## src/design/tcw_pkg.sv

```systemverilog
`timescale 1ns / 1ps
// Shared types and constants of the text console writer.
// No dependencies; imported by every module of the block.
package tcw_pkg;

    localparam int CHAR_W      = 8;
    localparam int COLOUR_W    = 4;
    localparam int CELL_W      = 16;
    localparam int CMD_W       = 2;
    localparam int IN_ROW_W    = 5;
    localparam int IN_COL_W    = 7;
    localparam int ROW_MAX_W   = 6;
    localparam int COL_MAX_W   = 8;
    localparam int QUEUE_DEPTH = 2;
    localparam int QPTR_W      = $clog2(QUEUE_DEPTH);
    localparam int QCNT_W      = $clog2(QUEUE_DEPTH + 1);
    localparam int CFG_INDEX_W = 1;
    localparam int CFG_DATA_W  = 4;

    localparam logic [CMD_W-1:0] CMD_PUT        = 2'd0;
    localparam logic [CMD_W-1:0] CMD_CLEAR      = 2'd1;
    localparam logic [CMD_W-1:0] CMD_SET_CURSOR = 2'd2;
    localparam logic [CMD_W-1:0] CMD_READ       = 2'd3;

    localparam logic [CFG_INDEX_W-1:0] CFG_FOREGROUND = 1'd0;
    localparam logic [CFG_INDEX_W-1:0] CFG_BACKGROUND = 1'd1;

    localparam logic [CHAR_W-1:0]   NEWLINE_CODE = 8'd10;
    localparam logic [CHAR_W-1:0]   BLANK_CODE   = 8'd32;
    localparam logic [COLOUR_W-1:0] RESET_FG     = 4'd15;
    localparam logic [COLOUR_W-1:0] RESET_BG     = 4'd0;

    typedef enum logic [2:0] {
        OP_PUT,
        OP_NEWLINE,
        OP_CLEAR,
        OP_SET_CURSOR,
        OP_READ
    } op_t;

    typedef struct packed {
        op_t                  op;
        logic [CHAR_W-1:0]    ch;
        logic [ROW_MAX_W-1:0] row;
        logic [COL_MAX_W-1:0] col;
    } cmd_t;

    function automatic logic [CELL_W-1:0] make_cell(
        input logic [CHAR_W-1:0]   ch,
        input logic [COLOUR_W-1:0] fg,
        input logic [COLOUR_W-1:0] bg
    );
        return {bg, fg, ch};
    endfunction

endpackage

```

## src/design/tcw_front.sv

```systemverilog
`timescale 1ns / 1ps
// Front end: takes input beats, classifies the command and saturates targets.
// Depends on tcw_pkg; pushes into tcw_queue.
module tcw_front
    import tcw_pkg::*;
#(
    parameter int ROWS    = 25,
    parameter int COLUMNS = 80
) (
    input  logic                s_valid,
    output logic                s_ready,
    input  logic [CMD_W-1:0]    s_command,
    input  logic [CHAR_W-1:0]   s_char_code,
    input  logic [IN_ROW_W-1:0] s_target_row,
    input  logic [IN_COL_W-1:0] s_target_column,
    input  logic                q_full,
    input  logic                init_busy,
    output logic                push_valid,
    output cmd_t                push_cmd
);

    logic [ROW_MAX_W-1:0] row_ext;
    logic [COL_MAX_W-1:0] col_ext;
    logic [COL_MAX_W-1:0] col_lim;

    assign s_ready    = !q_full && !init_busy;
    assign push_valid = s_valid && s_ready;

    always_comb begin
        row_ext = ROW_MAX_W'(s_target_row);
        col_ext = COL_MAX_W'(s_target_column);
        col_lim = (s_command == CMD_READ) ? COL_MAX_W'(COLUMNS - 1) : COL_MAX_W'(COLUMNS);

        push_cmd.ch  = s_char_code;
        push_cmd.row = (row_ext > ROW_MAX_W'(ROWS - 1)) ? ROW_MAX_W'(ROWS - 1) : row_ext;
        push_cmd.col = (col_ext > col_lim) ? col_lim : col_ext;

        unique case (s_command)
            CMD_PUT: begin
                push_cmd.op = (s_char_code == NEWLINE_CODE) ? OP_NEWLINE : OP_PUT;
            end
            CMD_CLEAR: begin
                push_cmd.op = OP_CLEAR;
            end
            CMD_SET_CURSOR: begin
                push_cmd.op = OP_SET_CURSOR;
            end
            CMD_READ: begin
                push_cmd.op = OP_READ;
            end
            default: begin
                push_cmd.op = OP_READ;
            end
        endcase
    end

endmodule

```

## config.mk

```make
export PLATFORM = sky130hd
export DESIGN_NAME = tcw_front
export DESIGN_NICKNAME = d
export VERILOG_FILES = /design/src/design/tcw_pkg.sv /design/src/design/tcw_front.sv
export SDC_FILE = /design/constraint.sdc
export NUM_CORES = 1
export LEC_CHECK = 0
export BUFFER_PORTS_ARGS = -buffer_cell sky130_fd_sc_hd__buf_4
export CAP_MARGIN = 5
export CELL_PAD_IN_SITES_DETAIL_PLACEMENT = 1
export CELL_PAD_IN_SITES_GLOBAL_PLACEMENT = 1
export CORE_MARGIN = 2
export CORE_UTILIZATION = 25
export DETAILED_ROUTE_END_ITERATION = 8
export PLACE_DENSITY = 0.85
export SYNTH_ARGS = -nofsm -noshare
export SYNTH_HDL_FRONTEND = slang
export SYNTH_SLANG_ARGS = --single-unit
```

## constraint.sdc

```tcl
create_clock -name vclk -period 4.2
set_input_delay 0.84 -clock vclk [all_inputs]
set_output_delay 0.84 -clock vclk [all_outputs]
set_load 0.02 [all_outputs]
```

==> impl_metrics.toml <==
[synth]
synth-adder-area-share_pct = 19.42
synth_top_family_by_area = "simple AND/OR/NAND/NOR gates"
synthSimpleGateAreaFrac_pct = 35.44
ys_seq_area_share_pct = 0
syn_avg_cell_area_um2 = 7.260
netlist_area_um2 = 515.5
synthCells = 71
synthMuxAreaShare_pct = 0
synth_compound_area_share_pct = 20.87
yosys_warnings = 0
synth-xor-area-share_pct = 3.155
ys_types = 32

[cells_and_area]
clkbuf_count = 0
fin_cells = 136
drive_gt1_share_pct = 52.29
fill_cells = 264
seq_cells = 0
register_area_um2 = 0
area_delta_synth_final_pct = 63.35
layout.nets = 144
diodes = 0

[timing]
period_needed_ps = 3792
rsz0062_at_grt = "no"
report.final.slew_viol_count = 0
holdWs_ps = 1887
finalSetupViolCount = 0
max_freq_mhz = 263.7
hold_viol = 0
period_share_pct = 90.29
tns_ps = 0

[global_routing]
grt-ovfl-total = 0
grt_pass1_vias = 716
grt_pass1_wl_um = 3167
antenna_found_initial = 0
grt.total_usage_pct = 15.76
grt_max_degree = 8

[die]
pin_count = 52
dieWidth_um = 49.41
core-area_um2 = 1962
die_area_um2 = 2441
die_h_um = 49.41
num_rows = 16
start_util_pct = 26.28

[setup_path]
start_kind = "primary input"
cp_max_fo = 6
cp.required_ps = 3360
crit_path_end_kind = "output port"
arrival_ps = 2950
critical_path_class = "primary input to output port"

[job]
maxCapViolCount = 0

[routing]
via_count = 663
firstDrtPassIters = 4
dr.first_iter.drc_count = 3
vias_per_cell = 4.875
wl_per_cell_um = 14.29
wl_um = 1944
ant_nets = 0
drc = 0

[power_and_ir_drop]
leakage_nw = 0.4340
p_per_area_nw_per_um2 = 136.3
peakVddDrop_mv = 0.05568

[placed_design]
dp.cells = 136
place_congestion = 0.7511
io_buffers = 50
dp_hpwl_um = 1754

[min_path]
hp-class = "primary input to output port"
whs_endpoint = "push_cmd[17]"
hold_depth = 2
holdCritStartpoint = "s_char_code[3]"

[clocking]
hold_buffers = 0
cts_resized = 0
post_cts_buffers = 0

[outcome]
status = "completed"
-- power breakdown --
group | internal [mW] | total, mW | switching, mW
logic | 0.0527 | 0.115 | 0.0620
clock network | 0 | 0 | 0
registers | 0 | 0 | 0
total | 0.0527 | 0.115 | 0.0620
-- how the worst max path moves through the flow --
stage                 start     endpoint  slack (ps)  cells after the start
2_1_floorplan  s_command[0]  push_cmd[1]         410                      7
3_3_place_gp   s_command[1]  push_cmd[0]         500                      9
5_1_grt        s_command[1]  push_cmd[1]         280                      9
4_1_cts        s_command[1]  push_cmd[0]         420                      9
3_5_place_dp   s_command[1]  push_cmd[0]         430                      9
6_report       s_command[1]  push_cmd[2]         410                      9
-- cells in the final DEF (no fill, tap or decap) --
cell type / n
a21oi_1: 1
and3b_1: 1
nand2_1: 2
nor2b_1: 1
a2111oi_2: 1
xor2_2: 1
a21o_1: 1
o21ai_0: 2
and2_1: 5
a22o_1: 1
o211ai_1: 1
nor4_1: 4
conb_1: 2
nor2_1: 4
nand4_1: 1
buf_4: 50
nand2_2: 1
nand3_1: 3
inv_1: 5
and3_2: 1
a211oi_1: 4
and3_1: 1
nor4_2: 1
a22oi_1: 1
nor3_2: 1
o21a_1: 1
ha_1: 8
nor4bb_1: 1
or4_1: 1
o31a_1: 1
and2_2: 1
-- worst max-delay path: stages --
cell	delay [ps]
buf_4	100
ha_1	340
inv_1	160
ha_1	340
and3_1	260
and3_2	260
nor3_2	80
nor4_1	360
buf_4	210
-- cells by family after synthesis --
logic type | count (synthesis)
XOR/XNOR | 1
other | 1
buffers and inverters | 18
AND/OR/NAND/NOR | 29
adder cells (fa/ha/maj) | 8
AO/OA/AOI/OAI | 14
-- Yosys cell counts, types with 2 or more instances --
master / number / area share, %
nor2_1: 4 / 2.9
inv_1: 5 / 3.6
clkbuf_1: 3 / 2.2
nand3_1: 3 / 2.9
nand2_1: 2 / 1.5
o21ai_0: 2 / 1.9
a211oi_1: 4 / 5.8
nor4_1: 4 / 4.9
buf_4: 10 / 15
and2_1: 5 / 6.1
ha_1: 8 / 19
-- layout make-up --
cell class | instances | area, um^2 | area share, %
multi-input cells | 54 | 414.1 | 49.18
repair buffers | 50 | 375.4 | 44.58
well taps | 27 | 33.78 | 4.012
inverters | 5 | 18.77 | 2.229
-- layer usage --
layer	share of wire, %	vias to the layer above	track usage, %	wire [um]
met1	38	306	15.75	740
met5	0	-	0	0
met3	6.9	0	1.534	134
met4	0	0	0	0
li1	-	322	-	-
met2	55	35	35.36	1068
-- metrics by stage --
step	area (um^2)	setup slack, ps	util [%]	power, mW
final	842.1	407.7	42.92	0.1147
after global routing	842.1	280.2	42.92	0.1240
after CTS	842.1	416.1	42.92	0.1155
after detailed placement	842.1	430.6	42.92	0.1150
after global placement	842.1	503.5	42.92	0.1110
after floorplan	519.2	408.8	-	0.06599
(Power assumes the default switching activity.)
