===== config.mk =====
export PLATFORM = sky130hd
export DESIGN_NAME = tcw_queue
export DESIGN_NICKNAME = d
export VERILOG_FILES = /design/src/design/tcw_pkg.sv /design/src/design/tcw_queue.sv
export SDC_FILE = /design/constraint.sdc
export NUM_CORES = 1
export LEC_CHECK = 0
export BUFFER_PORTS_ARGS = -buffer_cell sky130_fd_sc_hd__buf_2
export CAP_MARGIN = 15
export CELL_PAD_IN_SITES_DETAIL_PLACEMENT = 0
export CELL_PAD_IN_SITES_GLOBAL_PLACEMENT = 1
export CORE_ASPECT_RATIO = 0.6
export CORE_UTILIZATION = 38
export DETAILED_ROUTE_END_ITERATION = 16
export PLACE_DENSITY = 0.86
export SYNTH_ARGS = -nofsm -noshare
export SYNTH_HDL_FRONTEND = slang
export SYNTH_SLANG_ARGS = --single-unit

===== constraint.sdc =====
create_clock -name aclk -period 1.9 [get_ports aclk]
set_input_delay 0.19 -clock aclk [delete_from_list [all_inputs] [get_ports aclk]]
set_output_delay 0.19 -clock aclk [all_outputs]
set_load 0.02 [all_outputs]

===== src/design/tcw_pkg.sv =====
`timescale 1ns / 1ps
// Shared types and constants of the text console writer.
// No dependencies; imported by every module of the block.
package tcw_pkg;

    localparam int CHAR_W      = 8;
    localparam int COLOUR_W    = 4;
    localparam int CELL_W      = 16;
    localparam int CMD_W       = 2;
    localparam int IN_ROW_W    = 5;
    localparam int IN_COL_W    = 7;
    localparam int ROW_MAX_W   = 6;
    localparam int COL_MAX_W   = 8;
    localparam int QUEUE_DEPTH = 2;
    localparam int QPTR_W      = $clog2(QUEUE_DEPTH);
    localparam int QCNT_W      = $clog2(QUEUE_DEPTH + 1);
    localparam int CFG_INDEX_W = 1;
    localparam int CFG_DATA_W  = 4;

    localparam logic [CMD_W-1:0] CMD_PUT        = 2'd0;
    localparam logic [CMD_W-1:0] CMD_CLEAR      = 2'd1;
    localparam logic [CMD_W-1:0] CMD_SET_CURSOR = 2'd2;
    localparam logic [CMD_W-1:0] CMD_READ       = 2'd3;

    localparam logic [CFG_INDEX_W-1:0] CFG_FOREGROUND = 1'd0;
    localparam logic [CFG_INDEX_W-1:0] CFG_BACKGROUND = 1'd1;

    localparam logic [CHAR_W-1:0]   NEWLINE_CODE = 8'd10;
    localparam logic [CHAR_W-1:0]   BLANK_CODE   = 8'd32;
    localparam logic [COLOUR_W-1:0] RESET_FG     = 4'd15;
    localparam logic [COLOUR_W-1:0] RESET_BG     = 4'd0;

    typedef enum logic [2:0] {
        OP_PUT,
        OP_NEWLINE,
        OP_CLEAR,
        OP_SET_CURSOR,
        OP_READ
    } op_t;

    typedef struct packed {
        op_t                  op;
        logic [CHAR_W-1:0]    ch;
        logic [ROW_MAX_W-1:0] row;
        logic [COL_MAX_W-1:0] col;
    } cmd_t;

    function automatic logic [CELL_W-1:0] make_cell(
        input logic [CHAR_W-1:0]   ch,
        input logic [COLOUR_W-1:0] fg,
        input logic [COLOUR_W-1:0] bg
    );
        return {bg, fg, ch};
    endfunction

endpackage


===== src/design/tcw_queue.sv =====
`timescale 1ns / 1ps
// Short command queue between the front end and the back end.
// Depends on tcw_pkg for the command type and depth.
module tcw_queue
    import tcw_pkg::*;
(
    input  logic aclk,
    input  logic aresetn,
    input  logic push_valid,
    input  cmd_t push_cmd,
    output logic q_full,
    output logic pop_valid,
    output cmd_t pop_cmd,
    input  logic pop_ready
);

    cmd_t              entry_reg [QUEUE_DEPTH];
    logic [QPTR_W-1:0] wr_ptr_reg;
    logic [QPTR_W-1:0] wr_ptr_next;
    logic [QPTR_W-1:0] rd_ptr_reg;
    logic [QPTR_W-1:0] rd_ptr_next;
    logic [QCNT_W-1:0] count_reg;
    logic [QCNT_W-1:0] count_next;
    logic              do_push;
    logic              do_pop;

    assign q_full    = (count_reg == QCNT_W'(QUEUE_DEPTH));
    assign pop_valid = (count_reg != '0);
    assign pop_cmd   = entry_reg[rd_ptr_reg];
    assign do_push   = push_valid && !q_full;
    assign do_pop    = pop_ready && pop_valid;

    always_comb begin
        wr_ptr_next = do_push ? wr_ptr_reg + QPTR_W'(1) : wr_ptr_reg;
        rd_ptr_next = do_pop ? rd_ptr_reg + QPTR_W'(1) : rd_ptr_reg;
        count_next  = count_reg;
        if (do_push && !do_pop) begin
            count_next = count_reg + QCNT_W'(1);
        end else if (do_pop && !do_push) begin
            count_next = count_reg - QCNT_W'(1);
        end
    end

    always_ff @(posedge aclk) begin
        if (!aresetn) begin
            wr_ptr_reg <= '0;
            rd_ptr_reg <= '0;
            count_reg  <= '0;
        end else begin
            wr_ptr_reg <= wr_ptr_next;
            rd_ptr_reg <= rd_ptr_next;
            count_reg  <= count_next;
        end
    end

    always_ff @(posedge aclk) begin
        if (do_push) begin
            entry_reg[wr_ptr_reg] <= push_cmd;
        end
    end

endmodule


==> results.json <==
{
  "drive_above_1_share_pct": 56.9,
  "antenna_found_initial": 0,
  "routed_wl_um": 3480,
  "drtAntennaViolNets": 0,
  "clkPwrFrac_pct": 18.6,
  "syn_avg_cell_area_um2": 19.8,
  "finalSetupViolCount": 0,
  "area_growth_pct": 22.5,
  "finalSetupTns_ns": 0,
  "worstPathRequired_ns": 2.14,
  "end_kind": "flop",
  "async_reset_ff_share_pct": 0,
  "sw_frac_of_total_pct": 31.8,
  "diodes": 0,
  "rsz0062_at_grt": "no",
  "seq_area_mm2": 0.00160,
  "core_mm2": 0.00510,
  "period_minus_slack_ns": 1.66,
  "fin_util_pct": 48.9,
  "io-pin-count": 56,
  "fillers": 454,
  "hpwl_um": 2420,
  "ys.flop_type": "edfxtp_1",
  "whs_ns": 0.0677,
  "multi_input_area_um2": 417,
  "die_height_um": 58.7,
  "grt_usage_pct": 13.6,
  "min_period_over_period_pct": 87.6,
  "synth_seq_area_share_pct": 78.5,
  "p_seq_share_pct": 48.8,
  "cts_resized": 0,
  "synth_common_cells": "edfxtp_1 (50), mux2_2 (25), dfxtp_1 (5)",
  "num_rows": 20,
  "yosysWarnings": 0,
  "powerDensity_mw_per_mm2": 1310,
  "place_congestion": 0.713,
  "cts.htree.levels": 2,
  "worstHoldPathType": "in2reg",
  "grt_max_degree": 27,
  "dieArea_mm2": 0.00567,
  "vdd_ir_drop_max_uv": 629,
  "synth.distinct_cells": 22,
  "die_w_um": 96.6,
  "hold_viol": 0,
  "cts_root_buffer": "clkbuf_8",
  "p_switching_w": 0.00104,
  "grt_pass1_vias": 1152,
  "p_int_w": 0.00223,
  "drtPass1Iterations": 4,
  "slew_violations": 0,
  "slew_headroom_pct": 76.3,
  "cts_made_buffers": 5,
  "path_class": "reg2reg",
  "overflow": 0,
  "clkSlewWorstSetupHoldPaths_ns": 0.10,
  "drt_iter0_drc": 41,
  "drc_errors": 0,
  "cts_tree": "done",
  "synth_top_area_share_pct": 73.6,
  "ys_top_cells_by_area": "edfxtp_1 (74%), mux2_2 (14%), dfxtp_1 (4.9%)",
  "cts.path.max_buffers": 2,
  "largest_register_ff_count": 50,
  "start_util_pct": 40.0,
  "yosysTopAreaCell": "edfxtp_1",
  "syn_area_mm2": 0.00204,
  "port-buffer-count": 55,
  "drv_cap": 0,
  "fmax_mhz": 601,
  "synth_nets": 133,
  "power.static_leakage_nw": 0.951,
  "cp_max_fo": 5,
  "tightest_slew_ns": 0.356,
  "startpoint_type": "flop",
  "post_cts.repair.setup_buffers": 0,
  "insertion_delay_ns": 0.30,
  "fin_nets": 196,
  "clock-sinks": 55,
  "clock_skew_ns": 0.00861,
  "arrival_ns": 1.90,
  "hold_buffers": 0,
  "combPwrFrac_pct": 32.6,
  "synth_edf_count": 50,
  "synth_cells": 103,
  "vias": 1102,
  "wire_per_inst_um": 14.9,
  "drt-vias-per-instance": 4.73,
  "grt_pass1_wl_um": 5470,
  "finalPower_w": 0.00326,
  "post-synth-top-count-cell": "edfxtp_1",
  "ys_ff_latch": 55,
  "status": "finished, final reports clean"
}
worst max-delay path, stage by stage (launching register included):
cell and delay, ns:
dfxtp_1 0.44, nand2b_1 0.20, inv_2 0.07, nor2_1 0.11, ha_1 0.28, or3_1 0.35, a21boi_1 0.14
layout by cell type, fill, tap and decap left out, drive strengths merged:
cell    instances
a21boi          2
and2            3
and3            1
buf            59
clkbuf          5
clkinv          3
dfxtp           5
edfxtp         50
ha              1
inv             2
mux2           25
nand2b          1
nor2            1
nor3            1
o21a            1
o21ai           2
or2             1
or3             1
xnor2           2
xor2            1
cells by family after synthesis:
kind of cell             synth area share (%)
flip-flops                               78.5
XOR/XNOR                                 1.29
AND/OR/NAND/NOR                          2.82
buffers and inverters                    1.35
multiplexers                             13.8
adder cells (fa/ha/maj)                 0.613
AO/OA/AOI/OAI                            1.60
cell type report:
type	count	area share, %
sequential	55	64.1
multi-input combinational	43	16.7
timing repair buffer	59	12.2
tap	66	3.31
clock buffer	5	2.76
clock inverter	3	0.601
inverter	2	0.301
metal layers:
layer  GRT usage, %  wire length, µm
met1           15.8             1380
met5              0                0
met4           4.62               58
met2           23.3             1770
met3           5.17              266
per-stage QoR:
stage | std cells | worst slack, ns | instance area, µm²
after floorplan | 103 | 0.228 | 2050
after global placement | 225 | 0.409 | 2410
after detailed placement | 225 | 0.249 | 2410
after CTS | 233 | 0.228 | 2500
after global routing | 233 | 0.129 | 2500
final | 233 | 0.236 | 2500
power by group through the flow:
stage | Combinational (W) | Clock [W] | Sequential (W)
finish | 0.00106 | 0.000607 | 0.00159
global route | 0.00115 | 0.000667 | 0.00161
CTS | 0.00108 | 0.000623 | 0.00159
detailed placement | 0.00108 | 0 | 0.00162
global placement | 0.00105 | 0 | 0.00160
floorplan | 0.000766 | 0 | 0.00160
final timing paths:
kind	depth (start not counted)	to	start	slack (ns)
max	6	count_reg[1]	count_reg[0]	0.24
min	1	entry_reg[1][24]	push_cmd[24]	0.07
max reg2reg	6	count_reg[1]	count_reg[0]	0.24
min reg2reg	2	count_reg[1]	count_reg[1]	0.55
No activity file was read; power rests on OpenSTA's default activity.
